--- config.mk ---
export PLATFORM = sky130hd
export DESIGN_NAME = fan_tacho_rpm_monitor_flat
export DESIGN_NICKNAME = d
export VERILOG_FILES = /design/src/rtl/ftrm_pkg.sv /design/src/rtl/ftrm_req_if.sv /design/src/rtl/ftrm_res_if.sv /design/src/rtl/fan_tacho_rpm_monitor.sv /design/src/rtl/ftrm_div.sv /design/src/flat_wrapper.sv
export SDC_FILE = /design/constraint.sdc
export NUM_CORES = 2
export LEC_CHECK = 0
export ABC_AREA = 1
export BUFFER_PORTS_ARGS = -buffer_cell sky130_fd_sc_hd__buf_2
export CORE_MARGIN = 2
export CORE_UTILIZATION = 50
export CTS_CLUSTER_SIZE = 12
export DETAILED_ROUTE_END_ITERATION = 16
export PLACE_DENSITY = 0.66
export SLEW_MARGIN = 20
export SYNTH_ARGS = -nofsm -noshare
export SYNTH_HDL_FRONTEND = slang
export SYNTH_SLANG_ARGS = --single-unit
--- constraint.sdc ---
create_clock -name clk -period 8.3 [get_ports clk]
set_input_delay 0.415 -clock clk [delete_from_list [all_inputs] [get_ports clk]]
set_output_delay 0.415 -clock clk [all_outputs]
set_load 0.05 [all_outputs]
--- src/rtl/ftrm_pkg.sv ---
// Package for the fan tachometer speed monitor: shared types and constants.
// Used by the divider unit and the top level; depends on nothing else.
package ftrm_pkg;

	localparam int NUM_W   = 32;
	localparam int DEN_W   = 36;
	localparam int QUOT_W  = 32;
	localparam int RPM_W   = 16;
	localparam int SUM_W   = 19;
	localparam int CFG_IDX_W  = 3;
	localparam int CFG_DATA_W = 16;

	localparam logic [RPM_W-1:0] RPM_MAX       = 16'hFFFF;
	localparam logic [15:0]      MS_PER_MINUTE = 16'd60000;

	// floor(x / 5) == (x * 838861) >> 22 for every x below 2**22.
	localparam logic [19:0] RECIP5       = 20'd838861;
	localparam int          RECIP5_SHIFT = 22;

	localparam logic [15:0] MIN_GAP_RST = 16'd2500;
	localparam logic [15:0] WINDOW_RST  = 16'd1000;
	localparam logic [3:0]  PPR_RST     = 4'd4;
	localparam logic [15:0] FLOOR_RST   = 16'd500;
	localparam logic [15:0] STEP_RST    = 16'd50;

	localparam logic [CFG_IDX_W-1:0] REG_MIN_GAP = 3'd0;
	localparam logic [CFG_IDX_W-1:0] REG_WINDOW  = 3'd1;
	localparam logic [CFG_IDX_W-1:0] REG_PPR     = 3'd2;
	localparam logic [CFG_IDX_W-1:0] REG_FLOOR   = 3'd3;
	localparam logic [CFG_IDX_W-1:0] REG_STEP    = 3'd4;

	localparam logic CMD_EDGE = 1'b0;
	localparam logic CMD_POLL = 1'b1;

	typedef struct packed {
		logic              start;
		logic [NUM_W-1:0]  num;
		logic [DEN_W-1:0]  den;
	} ftrm_div_req_t;

	typedef struct packed {
		logic              done;
		logic [QUOT_W-1:0] quot;
	} ftrm_div_rsp_t;

endpackage

--- src/rtl/ftrm_req_if.sv ---
// Request channel of the fan tachometer speed monitor: valid/ready plus item fields.
// Stands alone; used by the top level.
interface ftrm_req_if;
	logic        valid;
	logic        ready;
	logic        cmd;
	logic [31:0] edge_time_us;
	logic [31:0] poll_time_ms;

	modport source (output valid, output cmd, output edge_time_us, output poll_time_ms,
		input ready);
	modport sink (input valid, input cmd, input edge_time_us, input poll_time_ms,
		output ready);
endinterface

--- src/rtl/ftrm_res_if.sv ---
// Result channel of the fan tachometer speed monitor: valid/ready plus result fields.
// Stands alone; used by the top level.
interface ftrm_res_if;
	logic        valid;
	logic        ready;
	logic [15:0] rpm;
	logic        measured;
	logic        pulse_accepted;

	modport source (output valid, output rpm, output measured, output pulse_accepted,
		input ready);
	modport sink (input valid, input rpm, input measured, input pulse_accepted,
		output ready);
endinterface

--- src/rtl/fan_tacho_rpm_monitor.sv ---
// Fan tachometer speed monitor, top level: sequencer, state and configuration.
// Depends on ftrm_pkg, ftrm_req_if, ftrm_res_if and the shared divider ftrm_div.
//
// Usage: every request on the item channel is either a tacho rising edge
// (cmd low, edge_time_us valid) or a speed poll (cmd high, poll_time_ms valid).
// Each request yields exactly one result on the result channel, carrying the
// current smoothed speed and the flags measured and pulse_accepted.
// An edge is accepted, checked in the evaluation step and its result loaded.
// A poll that closes a window is accepted and then passes through the window
// check, the operand products, the shared one-bit-per-cycle divider and the
// hand-over of its quotient, spike limiting, the divide by five and the
// result load.
// A poll that arrives before the window has run out goes from the window check to the result load.
// The block works on one request at a time and lowers ready meanwhile.
// The result sits in an output register, so the next request is accepted
// while an earlier result still waits; if the receiver stalls, the block
// finishes its current request and then waits until the output register is
// free before loading the new result.
// Reset clears all speed state and the window, loads the default settings,
// and leaves both channels empty. Configuration writes are expected only
// while the block is idle.
module fan_tacho_rpm_monitor import ftrm_pkg::*; (
	input  logic                  clk,
	input  logic                  arst_n,
	input  logic                  cfg_wr_en,
	input  logic [CFG_IDX_W-1:0]  cfg_index,
	input  logic [CFG_DATA_W-1:0] cfg_data,
	ftrm_req_if.sink              item,
	ftrm_res_if.source            result
);

	// Sequencer states.
	localparam logic [2:0] ST_IDLE   = 3'd0;
	localparam logic [2:0] ST_EVAL   = 3'd1;
	localparam logic [2:0] ST_MUL    = 3'd2;
	localparam logic [2:0] ST_DIV    = 3'd3;
	localparam logic [2:0] ST_LIMIT  = 3'd4;
	localparam logic [2:0] ST_SCALE  = 3'd5;
	localparam logic [2:0] ST_FINISH = 3'd6;

	logic [2:0] state_q;

	// Configuration registers.
	logic [15:0] min_gap_q;
	logic [15:0] window_q;
	logic [3:0]  ppr_q;
	logic [15:0] floor_q;
	logic [15:0] step_q;

	// Speed measurement state.
	logic [31:0]      last_edge_q;
	logic [15:0]      tally_q;
	logic [31:0]      win_start_q;
	logic [RPM_W-1:0] smoothed_q;

	// The request being worked on and intermediate values.
	logic             cmd_q;
	logic [31:0]      edge_time_q;
	logic [31:0]      poll_time_q;
	logic [31:0]      elapsed_q;
	logic [RPM_W-1:0] raw_q;
	logic [SUM_W-1:0] sum_q;
	logic             measured_q;
	logic             pulse_q;

	// Output register.
	logic             res_valid_q;
	logic [RPM_W-1:0] res_rpm_q;
	logic             res_measured_q;
	logic             res_pulse_q;

	ftrm_div_req_t div_req;
	ftrm_div_rsp_t div_rsp;

	logic             accept;
	logic             out_free;
	logic [31:0]      gap;
	logic [31:0]      elapsed;
	logic [31:0]      win_eff;
	logic [3:0]       ppr_eff;
	logic [NUM_W-1:0] num_prod;
	logic [DEN_W-1:0] den_prod;
	logic [RPM_W-1:0] raw_sat;
	logic [17:0]      two_raw;
	logic [17:0]      three_old;
	logic [16:0]      step_sum;
	logic [RPM_W-1:0] raw_lim;
	logic             spike;
	logic [RPM_W-1:0] raw_used;
	logic [SUM_W-1:0] sum;
	logic [38:0]      scale_prod;
	logic [RPM_W-1:0] new_rpm;

	assign accept   = item.valid && item.ready;
	assign out_free = !res_valid_q || result.ready;
	assign item.ready = (state_q == ST_IDLE);

	// Edge qualification and window check, both with wrapping subtraction.
	assign gap     = edge_time_q - last_edge_q;
	assign elapsed = poll_time_q - win_start_q;
	assign win_eff = (window_q == '0) ? 32'd1 : {16'b0, window_q};
	assign ppr_eff = (ppr_q == '0) ? 4'd1 : ppr_q;

	// Operands of the speed division: pulses * 60000 over ppr * elapsed.
	// The numerator stays below 2**32 because the tally is at most 16 bits.
	assign num_prod = {16'b0, tally_q} * {16'b0, MS_PER_MINUTE};
	assign den_prod = {32'b0, ppr_eff} * {4'b0, elapsed_q};

	assign div_req.start = (state_q == ST_MUL);
	assign div_req.num   = num_prod;
	assign div_req.den   = den_prod;

	assign raw_sat = (div_rsp.quot[QUOT_W-1:RPM_W] != '0) ? RPM_MAX : div_rsp.quot[RPM_W-1:0];

	// Spike limiting: a raw speed above 1.5 times the old speed is clamped to
	// old plus the allowed step, but only once the old speed is above the floor.
	assign two_raw   = {1'b0, raw_q, 1'b0};
	assign three_old = {2'b0, smoothed_q} + {1'b0, smoothed_q, 1'b0};
	assign step_sum  = {1'b0, smoothed_q} + {1'b0, step_q};
	assign raw_lim   = step_sum[16] ? RPM_MAX : step_sum[15:0];
	assign spike     = (smoothed_q > floor_q) && (two_raw > three_old);
	assign raw_used  = spike ? raw_lim : raw_q;
	assign sum       = {1'b0, smoothed_q, 2'b0} + {3'b0, raw_used};

	// Smoothing: (4*old + raw) / 5 through a reciprocal multiply. The sum is
	// at most five times the speed range, so the quotient fits 16 bits.
	assign scale_prod = {20'b0, sum_q} * {19'b0, RECIP5};
	assign new_rpm    = scale_prod[RECIP5_SHIFT +: RPM_W];

	ftrm_div u_div (
		.clk    (clk),
		.arst_n (arst_n),
		.req    (div_req),
		.rsp    (div_rsp)
	);

	// Configuration registers.
	always_ff @(posedge clk or negedge arst_n) begin
		if (!arst_n) begin
			min_gap_q <= MIN_GAP_RST;
			window_q  <= WINDOW_RST;
			ppr_q     <= PPR_RST;
			floor_q   <= FLOOR_RST;
			step_q    <= STEP_RST;
		end else if (cfg_wr_en) begin
			unique case (cfg_index)
				REG_MIN_GAP: min_gap_q <= cfg_data;
				REG_WINDOW:  window_q  <= cfg_data;
				REG_PPR:     ppr_q     <= cfg_data[3:0];
				REG_FLOOR:   floor_q   <= cfg_data;
				REG_STEP:    step_q    <= cfg_data;
				default: begin
				end
			endcase
		end
	end

	// Sequencer and measurement state.
	always_ff @(posedge clk or negedge arst_n) begin
		if (!arst_n) begin
			state_q     <= ST_IDLE;
			last_edge_q <= '0;
			tally_q     <= '0;
			win_start_q <= '0;
			smoothed_q  <= '0;
			measured_q  <= 1'b0;
			pulse_q     <= 1'b0;
		end else begin
			unique case (state_q)
				ST_IDLE: begin
					if (accept) begin
						state_q <= ST_EVAL;
					end
				end
				ST_EVAL: begin
					measured_q <= 1'b0;
					pulse_q    <= 1'b0;
					if (cmd_q == CMD_EDGE) begin
						if (gap > {16'b0, min_gap_q}) begin
							if (tally_q != RPM_MAX) begin
								tally_q <= tally_q + 1'b1;
							end
							last_edge_q <= edge_time_q;
							pulse_q     <= 1'b1;
						end
						state_q <= ST_FINISH;
					end else if (elapsed >= win_eff) begin
						state_q <= ST_MUL;
					end else begin
						state_q <= ST_FINISH;
					end
				end
				ST_MUL: begin
					state_q <= ST_DIV;
				end
				ST_DIV: begin
					if (div_rsp.done) begin
						state_q <= ST_LIMIT;
					end
				end
				ST_LIMIT: begin
					state_q <= ST_SCALE;
				end
				ST_SCALE: begin
					smoothed_q  <= new_rpm;
					tally_q     <= '0;
					win_start_q <= poll_time_q;
					measured_q  <= 1'b1;
					state_q     <= ST_FINISH;
				end
				ST_FINISH: begin
					if (out_free) begin
						state_q <= ST_IDLE;
					end
				end
				default: begin
					state_q <= ST_IDLE;
				end
			endcase
		end
	end

	// Request fields and intermediate values.
	always_ff @(posedge clk) begin
		if (accept) begin
			cmd_q       <= item.cmd;
			edge_time_q <= item.edge_time_us;
			poll_time_q <= item.poll_time_ms;
		end
		if (state_q == ST_EVAL) begin
			elapsed_q <= elapsed;
		end
		if (state_q == ST_DIV && div_rsp.done) begin
			raw_q <= raw_sat;
		end
		if (state_q == ST_LIMIT) begin
			sum_q <= sum;
		end
	end

	// Output register.
	always_ff @(posedge clk or negedge arst_n) begin
		if (!arst_n) begin
			res_valid_q <= 1'b0;
		end else if (state_q == ST_FINISH && out_free) begin
			res_valid_q <= 1'b1;
		end else if (result.ready) begin
			res_valid_q <= 1'b0;
		end
	end

	always_ff @(posedge clk) begin
		if (state_q == ST_FINISH && out_free) begin
			res_rpm_q      <= smoothed_q;
			res_measured_q <= measured_q;
			res_pulse_q    <= pulse_q;
		end
	end

	assign result.valid          = res_valid_q;
	assign result.rpm            = res_rpm_q;
	assign result.measured       = res_measured_q;
	assign result.pulse_accepted = res_pulse_q;

	a_div_done_in_div: assert property (@(posedge clk) disable iff (!arst_n)
		div_rsp.done |-> state_q == ST_DIV)
		else $error("divider finished outside the division step");
	a_speed_update: assert property (@(posedge clk) disable iff (!arst_n)
		!$stable(smoothed_q) |-> $past(state_q) == ST_SCALE)
		else $error("smoothed speed changed outside the smoothing step");
	a_flags_exclusive: assert property (@(posedge clk) disable iff (!arst_n)
		res_valid_q |-> !(res_measured_q && res_pulse_q))
		else $error("result flags measured and pulse_accepted both set");
	a_poll_no_pulse: assert property (@(posedge clk) disable iff (!arst_n)
		state_q == ST_MUL |-> cmd_q == CMD_POLL)
		else $error("speed division started for an edge request");

endmodule

--- src/rtl/ftrm_div.sv ---
// Shared restoring divider, one quotient bit per cycle.
// Depends on ftrm_pkg for operand widths and the request/response structs.
module ftrm_div import ftrm_pkg::*; (
	input  logic          clk,
	input  logic          arst_n,
	input  ftrm_div_req_t req,
	output ftrm_div_rsp_t rsp
);

	localparam int STEPS = QUOT_W;
	localparam int CNT_W = $clog2(STEPS);

	logic              busy_q;
	logic              done_q;
	logic [CNT_W-1:0]  cnt_q;
	logic [DEN_W-1:0]  rem_q;
	logic [DEN_W-1:0]  den_q;
	logic [QUOT_W-1:0] quot_q;

	logic [DEN_W:0] shifted;
	logic [DEN_W:0] diff;
	logic           fits;

	assign shifted = {rem_q, quot_q[QUOT_W-1]};
	assign diff    = shifted - {1'b0, den_q};
	assign fits    = shifted >= {1'b0, den_q};

	always_ff @(posedge clk or negedge arst_n) begin
		if (!arst_n) begin
			busy_q <= 1'b0;
			done_q <= 1'b0;
			cnt_q  <= '0;
		end else begin
			done_q <= 1'b0;
			if (req.start) begin
				busy_q <= 1'b1;
				cnt_q  <= '0;
			end else if (busy_q) begin
				cnt_q <= cnt_q + 1'b1;
				if (cnt_q == CNT_W'(STEPS - 1)) begin
					busy_q <= 1'b0;
					done_q <= 1'b1;
				end
			end
		end
	end

	// The remainder stays below the divisor, so it always fits DEN_W bits.
	always_ff @(posedge clk) begin
		if (req.start) begin
			rem_q  <= '0;
			den_q  <= req.den;
			quot_q <= req.num;
		end else if (busy_q) begin
			rem_q  <= fits ? diff[DEN_W-1:0] : shifted[DEN_W-1:0];
			quot_q <= {quot_q[QUOT_W-2:0], fits};
		end
	end

	assign rsp.done = done_q;
	assign rsp.quot = quot_q;

	a_start_busy: assert property (@(posedge clk) disable iff (!arst_n)
		req.start |=> busy_q)
		else $error("divider did not start");
	a_done_after_busy: assert property (@(posedge clk) disable iff (!arst_n)
		done_q |-> $past(busy_q) && !busy_q)
		else $error("divider done without a running division");

endmodule

--- src/flat_wrapper.sv ---
// flat-port wrapper written by rule: the top's interface ports become plain ports
module fan_tacho_rpm_monitor_flat import ftrm_pkg::*;
  (clk, arst_n, cfg_wr_en, cfg_index, cfg_data, item_valid, item_cmd, item_edge_time_us, item_poll_time_ms, item_ready, result_valid, result_rpm, result_measured, result_pulse_accepted, result_ready);
  ftrm_req_if item_i ();
  ftrm_res_if result_i ();
  input  logic clk;
  input  logic arst_n;
  input  logic cfg_wr_en;
  input  logic [CFG_IDX_W-1:0] cfg_index;
  input  logic [CFG_DATA_W-1:0] cfg_data;
  input wire logic [$bits(item_i.valid)-1:0] item_valid;
  input wire logic [$bits(item_i.cmd)-1:0] item_cmd;
  input wire logic [$bits(item_i.edge_time_us)-1:0] item_edge_time_us;
  input wire logic [$bits(item_i.poll_time_ms)-1:0] item_poll_time_ms;
  output wire logic [$bits(item_i.ready)-1:0] item_ready;
  output wire logic [$bits(result_i.valid)-1:0] result_valid;
  output wire logic [$bits(result_i.rpm)-1:0] result_rpm;
  output wire logic [$bits(result_i.measured)-1:0] result_measured;
  output wire logic [$bits(result_i.pulse_accepted)-1:0] result_pulse_accepted;
  input wire logic [$bits(result_i.ready)-1:0] result_ready;
  assign item_i.valid = item_valid;
  assign item_i.cmd = item_cmd;
  assign item_i.edge_time_us = item_edge_time_us;
  assign item_i.poll_time_ms = item_poll_time_ms;
  assign item_ready = item_i.ready;
  assign result_valid = result_i.valid;
  assign result_rpm = result_i.rpm;
  assign result_measured = result_i.measured;
  assign result_pulse_accepted = result_i.pulse_accepted;
  assign result_i.ready = result_ready;
  fan_tacho_rpm_monitor u_core (.clk(clk), .arst_n(arst_n), .cfg_wr_en(cfg_wr_en), .cfg_index(cfg_index), .cfg_data(cfg_data), .item(item_i), .result(result_i));
endmodule
* Word-level counts from Yosys, hierarchy flattened
Cells that the tools add are included.
** Operators by class
- Add/sub/neg operators :: 8
- $mul :: 3
- Order comparisons :: 5
- Equal/unequal tests :: 18
- Multiplexer cells :: 30
- Bitwise logic cells :: 1
- Reductions and logical operators :: 22
** Operators by type and width (number)
- two-way mux 16 bit :: 6
- two-way mux 32 bit :: 2
- subtractor 32 bit :: 2
- multiplier 19 x 20 -> 38 bit, second input constant :: 1
- >= comparator 37 x 36 -> 1 bit :: 1
- multiplier 4 x 32 -> 36 bit :: 1
- two-way mux 36 bit :: 1
- subtractor 36 bit :: 1
- >= comparator 32 bit :: 1
- > comparator 32 x 16 -> 1 bit :: 1
- one-hot mux 16 bit (2 select lines) :: 1
- multiplier 16 x 11 -> 27 bit, second input constant :: 1
- one-hot mux 3 bit (7 select lines) :: 1
- adder 18 x 16 -> 19 bit :: 1
- adder 16 x 17 -> 18 bit :: 1
- > comparator 17 x 18 -> 1 bit :: 1
- adder 16 x 16 -> 17 bit :: 1
- adder 16 x 1 -> 16 bit, second input constant :: 1
- > comparator 16 bit :: 1
- zero test 16 bit :: 1
- inequality test 16 bit, second input constant :: 1
- nonzero test 16 bit :: 1
- two-way mux 3 bit :: 5
- equality test 3 x 2 -> 1 bit, second input constant :: 4
- 20 further kinds :: 49
** Storage, ports and cells
- Register bits :: 431
- Input port bits :: 89
- Output and inout port bits :: 20
- Logic and storage cells :: 116

* Logic depth before layout (Yosys ltp)
- Depth after elaboration :: 6
- Mapped depth :: 36
- Depth with buffers taken out :: 35

* By module
Synthesis repeated with hierarchy kept, for this count alone.
** Second synthesis, totals
- Cell total of the unflattened synthesis :: 5095
- Area, all modules :: 39833.2 um^2
** Modules (own cells, without submodules)
- fan_tacho_rpm_monitor :: instances 1, cells each 4034, area each 32304.7 um^2, seq. area each 8784.7 um^2
- ftrm_div :: instances 1, cells each 1061, area each 7528.5 um^2, seq. area each 2937.8 um^2

* Worst setup path before layout
OpenSTA, ideal clock, no wires.
- Path kind :: reg2reg
- Start :: register u_core.smoothed_q[1]
- End :: register u_core.sum_q[16], data pin
- Library setup time :: 0.266 ns
- Arrival :: 4.963 ns
- Required time :: 8.034 ns
- Setup slack :: 3.071 ns
- Stages on the path, launching flop included :: 34
- Path buffers :: 1
- Clock period less this slack :: 5.229 ns
- Cells stage by stage :: dfrtp_1 > ha_1 > fa_1 > a21oi_1 > o21bai_1 > a21oi_1 > o21ai_0 > xor2_1 > ha_1 > nand3_1 > nor3_1 > o211ai_1 > nand2_1 > o21ai_0 > a21oi_1 > o21ai_0 > nand2_1 > clkbuf_1 > nand4_1 > nand2_1 > inv_1 > ha_1 > fa_1 > nand3_1 > nand2_1 > a21oi_1 > o21ai_0 > nand2_1 > inv_1 > o21ai_0 > nand2_1 > nand3_1 > nand2_1 > xor2_1
** Between the ends
- Cells in the longest elaborated chain, start to end :: 5
- Elaborated cells between the ends (all ways) :: 8
- Classes of those cells :: add/sub: 3; order compare: 2; mux: 2; reduce/logical: 1
** RTL lines
- start, declared :: RTL line fan_tacho_rpm_monitor.sv:54 : logic [RPM_W-1:0] smoothed_q;
- start signal, assigned :: RTL line fan_tacho_rpm_monitor.sv:205 : smoothed_q <= new_rpm;
- adder 16 x 17 -> 18 bit :: RTL line fan_tacho_rpm_monitor.sv:118 : assign three_old = {2'b0, smoothed_q} + {1'b0, smoothed_q, 1'b0};
- > comparator 17 x 18 -> 1 bit :: RTL line fan_tacho_rpm_monitor.sv:121 : assign spike = (smoothed_q > floor_q) && (two_raw > three_old);
- logical AND 1 bit :: RTL line fan_tacho_rpm_monitor.sv:121
- two-way mux 16 bit :: RTL line fan_tacho_rpm_monitor.sv:122 : assign raw_used = spike ? raw_lim : raw_q;
- adder 18 x 16 -> 19 bit (*) :: RTL line fan_tacho_rpm_monitor.sv:123 : assign sum = {1'b0, smoothed_q, 2'b0} + {3'b0, raw_used};
- named net u_core.sum[16] :: RTL line fan_tacho_rpm_monitor.sv:90 : logic [SUM_W-1:0] sum;
- end signal, assigned :: RTL line fan_tacho_rpm_monitor.sv:237 : sum_q <= sum;
- end, declared :: RTL line fan_tacho_rpm_monitor.sv:62 : logic [SUM_W-1:0] sum_q;
The timed path passes the listed nets; every way through them passes the cells marked *.
A chain may end at the register's enable or synchronous reset.

* Worst setup path after layout
- Start :: register u_core.smoothed_q[2]
- End :: register u_core.sum_q[16], data pin
The elaborated chain is that of the path after synthesis.

==> results.md <==
- **count of TritonRoute iterations in the first routing pass** 6
- **cell count after placement** 6133
- **register area** 11700 sq um
- **flop-to-flop setup slack** 2320 ps
- **leakage power** 23.0 nW
- **synthesized instance count** 5037
- **Warnings, synthesis** 0
- **worst path bufs/invs** 2
- **Layout Cells excl Fill** 6291
- **GPL Wtd Cong** 0.964
- **launching point of the worst reg2reg path** u_core.smoothed_q[2]
- **Boundary Pins** 109
- **Max Transition Viols Final** 0
- **count of antenna diodes in the layout** 0
- **std cell rows** 103
- **library cell appearing most often on the critical path** sky130_fd_sc_hd__nand2_1
- **Final setup violation count** 0
- **core box area** 78700 sq um
- **utilization of the core after routing** 55.3%
- **floorplan die area** 81500 sq um
- **ratio of cells with drive above 1 in the final layout** 6.22%
- **detailed placement HPWL** 84900 um
- **insertion delay to the later sink of the worst-skew pair** 620 ps
- **number of cells on the critical path** 32
- **Hold Path End** u_core.poll_time_q[19]
- **Largest delay share family, worst path** simple AND/OR/NAND/NOR gates
- **number of DRC violations after detailed routing** 0
- **Layout area overhead** 10.0%
- **initial standard-cell utilization of the core** 50.3%
- **first-pass GRT wire length** 167000 um
- **unrepaired setup endpoints after global routing** false
- **Layout Nets** 5976
- **Clock Skews** 25.9 ps
- **number of distinct library cell variants in the gate-level netlist after synthesis** 63
- **Clock Sinks** 431
- **die height** 285 um
- **TritonCTS clock tree** yes
- **headroom to the max-slew limit** 29.7%
- **Async SR Flop Fraction** 41.1%
- **Tot GR Track Use** 25.7%
- **Seq/Total Area, Yosys** 29.5%
- **number of antenna violations at the first check in global routing** 3
- **Crit Reg-Reg Endpoint** u_core.sum_q[16]
- **Fillers** 7394
- **register bit total from synthesis** 431
- **startpoint types** flop
- **total CTS buffers** 49
- **post-route antenna net violation count** 0
- **deepest clock path buffer count** 3
- **IO Port Bufs** 108
- **fin crit share** 72.1%
- **min-delay src** item_poll_time_ms[19]
- **clock edge transition at the registers on the reported setup and hold paths** 60 ps
- **number of vias in the routed layout** 32200
- **Syn Std Cell Area** 39600 sq um
- **Multi-input gate area** 23800 sq um
- **length in cells of the worst reg-to-reg path** 32
- **slew at the pin closest to its max-slew limit** 1050 ps
- **count of maximum capacitance violations** 0
- **category of the critical setup timing path** reg2reg
- **peak per-stage delay on the critical path** 490 ps
- **top flip-flop cell by instance count after synthesis** sky130_fd_sc_hd__edfxtp_1
- **setup fix buffers added after clock tree synthesis** 0
- **drt via density** 5.12
- **worst vdd ir** 151 uV
- **routed length per instance** 16.5 um
- **vias in the first global route** 30900
- **worst hold path depth** 1
- **die span in x** 285 um
- **clk root buf** sky130_fd_sc_hd__clkbuf_16
- **number of endpoints with negative hold slack in the final report** 0
- **maximum fanout along the worst path** 18
- **total global routing overflow** 0
- **summed negative setup slack over all endpoints** 0 ps
- **number of flops mapped to enable cells by yosys** 213
- **post-synthesis area per instance** 7.86 sq um
- **Power Dens Cells** 132 nW/um^2
- **CP Data Arrival Time** 6310 ps
- **worst min-delay path category** in2reg
- **outcome** complete, no violations
- **final critical-path required period** 5980 ps
- **Max Clock Freq** 0.167 GHz
- **total number of H-tree levels** 2
- **worst path required time** 8620 ps
- **Mapped Nets** 5813
- **capturing element type of the critical path** flop
- **largest net degree at the start of global routing** 89
- **cell with the biggest individual delay on the critical path** sky130_fd_sc_hd__dfrtp_1
- **final routed wirelength across all metal layers** 104000 um
- **number of violations reported at the end of detailed-routing iteration 0** 2168
power by group:
| part | leakage, nW | internal [mW] | total [mW] | switching, mW |
|---|---|---|---|---|
| clock | 0.795 | 1.32 | 2.24 | 0.916 |
| combinational | 17.7 | 0.410 | 1.07 | 0.659 |
| sequential | 4.46 | 2.36 | 2.43 | 0.0710 |
| total | 23.0 | 4.09 | 5.73 | 1.65 |
cells in the final DEF (no fill, tap or decap), types with 15 or more instances in the layout:
cell	n
sky130_fd_sc_hd__buf_2	107
sky130_fd_sc_hd__xor2_1	113
sky130_fd_sc_hd__fa_1	226
sky130_fd_sc_hd__dfxtp_1	41
sky130_fd_sc_hd__nor2_1	331
sky130_fd_sc_hd__o21ai_2	33
sky130_fd_sc_hd__nand3_1	192
sky130_fd_sc_hd__dlygate4sd3_1	66
sky130_fd_sc_hd__a31oi_1	24
sky130_fd_sc_hd__nand4_1	52
sky130_fd_sc_hd__nand2_2	37
sky130_fd_sc_hd__a21oi_1	260
sky130_fd_sc_hd__edfxtp_1	213
sky130_fd_sc_hd__ha_1	461
sky130_fd_sc_hd__dfstp_2	21
sky130_fd_sc_hd__dfrtp_1	154
sky130_fd_sc_hd__a21o_1	25
sky130_fd_sc_hd__nor3_1	43
sky130_fd_sc_hd__o21ai_0	251
sky130_fd_sc_hd__buf_4	15
sky130_fd_sc_hd__xnor2_1	49
sky130_fd_sc_hd__nand2_1	1255
sky130_fd_sc_hd__inv_1	1014
sky130_fd_sc_hd__clkbuf_16	52
sky130_fd_sc_hd__o21bai_1	21
area by class of cell:
class | count | share of cell area [%]
multi-input cells | 3511 | 54.6
well taps | 1050 | 3.02
clock buffers | 71 | 3.29
flip-flops and latches | 431 | 26.8
inverters | 1018 | 8.77
repair buffers | 189 | 3.04
clock inverters | 21 | 0.505
routing by layer:
layer | vias to the layer above | share of wire, % | global-route usage (%)
met4 | 4 | 3.6 | 8.55
met1 | 15000 | 46 | 35.2
met5 | - | 0.026 | 0
met3 | 130 | 4.3 | 2.78
li1 | 16300 | - | -
met2 | 670 | 46 | 42.7
cells by family (layout without fill, tap and decap cells):
family | Yosys count | in the layout | share of synthesized area [%]
buffers and inverters | 1095 | 1299 | 10.6
DFF | 431 | 431 | 29.5
and+or+nand+nor | 1972 | 1972 | 20.4
adders and majority gates | 687 | 687 | 26.0
xor gates and xnor gates | 162 | 162 | 3.58
AOI/OAI and AO/OA | 690 | 690 | 9.87
synth_stat cells (all sizes together), types with 2 or more instances:
| cell | instances | share of area, % |
|---|---|---|
| a211oi | 3 | 0.057 |
| a21boi | 11 | 0.22 |
| a21o | 25 | 0.47 |
| a21oi | 261 | 3.3 |
| a221oi | 5 | 0.11 |
| a22o | 2 | 0.044 |
| a22oi | 4 | 0.076 |
| a31o | 2 | 0.044 |
| a31oi | 24 | 0.38 |
| and2 | 6 | 0.095 |
| buf | 18 | 0.42 |
| clkbuf | 59 | 0.56 |
| dfrtp | 156 | 9.9 |
| dfstp | 21 | 1.4 |
| dfxtp | 41 | 2.1 |
| edfxtp | 213 | 16 |
| fa | 226 | 11 |
| ha | 461 | 15 |
| inv | 1018 | 9.6 |
| nand2 | 1293 | 13 |
| nand3 | 197 | 2.5 |
| nand3b | 13 | 0.26 |
| nand4 | 52 | 0.82 |
| nor2 | 340 | 3.2 |
| nor3 | 43 | 0.54 |
| nor4 | 14 | 0.22 |
| o211ai | 9 | 0.17 |
| o21a | 6 | 0.11 |
| o21ai | 292 | 4.0 |
| o21bai | 23 | 0.45 |
| o221ai | 3 | 0.066 |
| o22ai | 14 | 0.22 |
| or2 | 12 | 0.19 |
| xnor2 | 49 | 1.1 |
| xor2 | 113 | 2.5 |
per-stage QoR:
stage          setup slack [ps]  hold WS [ps]  cell area [sq um]  total power, mW
3_5_place_dp               2340           439              41200             3.52
4_1_cts                    2330          6.20              43600             5.79
2_1_floorplan              3070           119              39600             3.22
3_3_place_gp               2380           444              41200             3.50
6_report                   2320          33.4              43600             5.73
5_1_grt                    1680          5.39              43600             6.05
registers in the layout, summed over array words and instances (netlist names), 3 cells and up:
name,flops
u_core.edge_time_q,32
u_core.elapsed_q,32
u_core.floor_q,16
u_core.last_edge_q,32
u_core.min_gap_q,16
u_core.poll_time_q,32
u_core.ppr_q,4
u_core.raw_q,16
u_core.result.rpm,16
u_core.smoothed_q,16
u_core.state_q,3
u_core.step_q,16
u_core.sum_q,19
u_core.tally_q,16
u_core.u_div.cnt_q,5
u_core.u_div.den_q,36
u_core.u_div.quot_q,32
u_core.u_div.rem_q,36
u_core.win_start_q,32
u_core.window_q,16
timing repair:
action	in CTS	in global routing
hold buffers	66	0
resized for setup	0	0
hold endpoints to repair	122	0
how the worst max path moves through the flow:
stage	to	slack (ps)	startpoint
after detailed placement	u_core.sum_q[16]	2340	u_core.smoothed_q[1]
after global routing	u_core.sum_q[16]	1680	u_core.smoothed_q[2]
after floorplan	u_core.sum_q[16]	3070	u_core.smoothed_q[1]
final	u_core.sum_q[16]	2320	u_core.smoothed_q[2]
after CTS	u_core.sum_q[16]	2330	u_core.smoothed_q[2]
after global placement	u_core.sum_q[16]	2380	u_core.smoothed_q[1]
No activity file was read; power rests on OpenSTA's default activity.
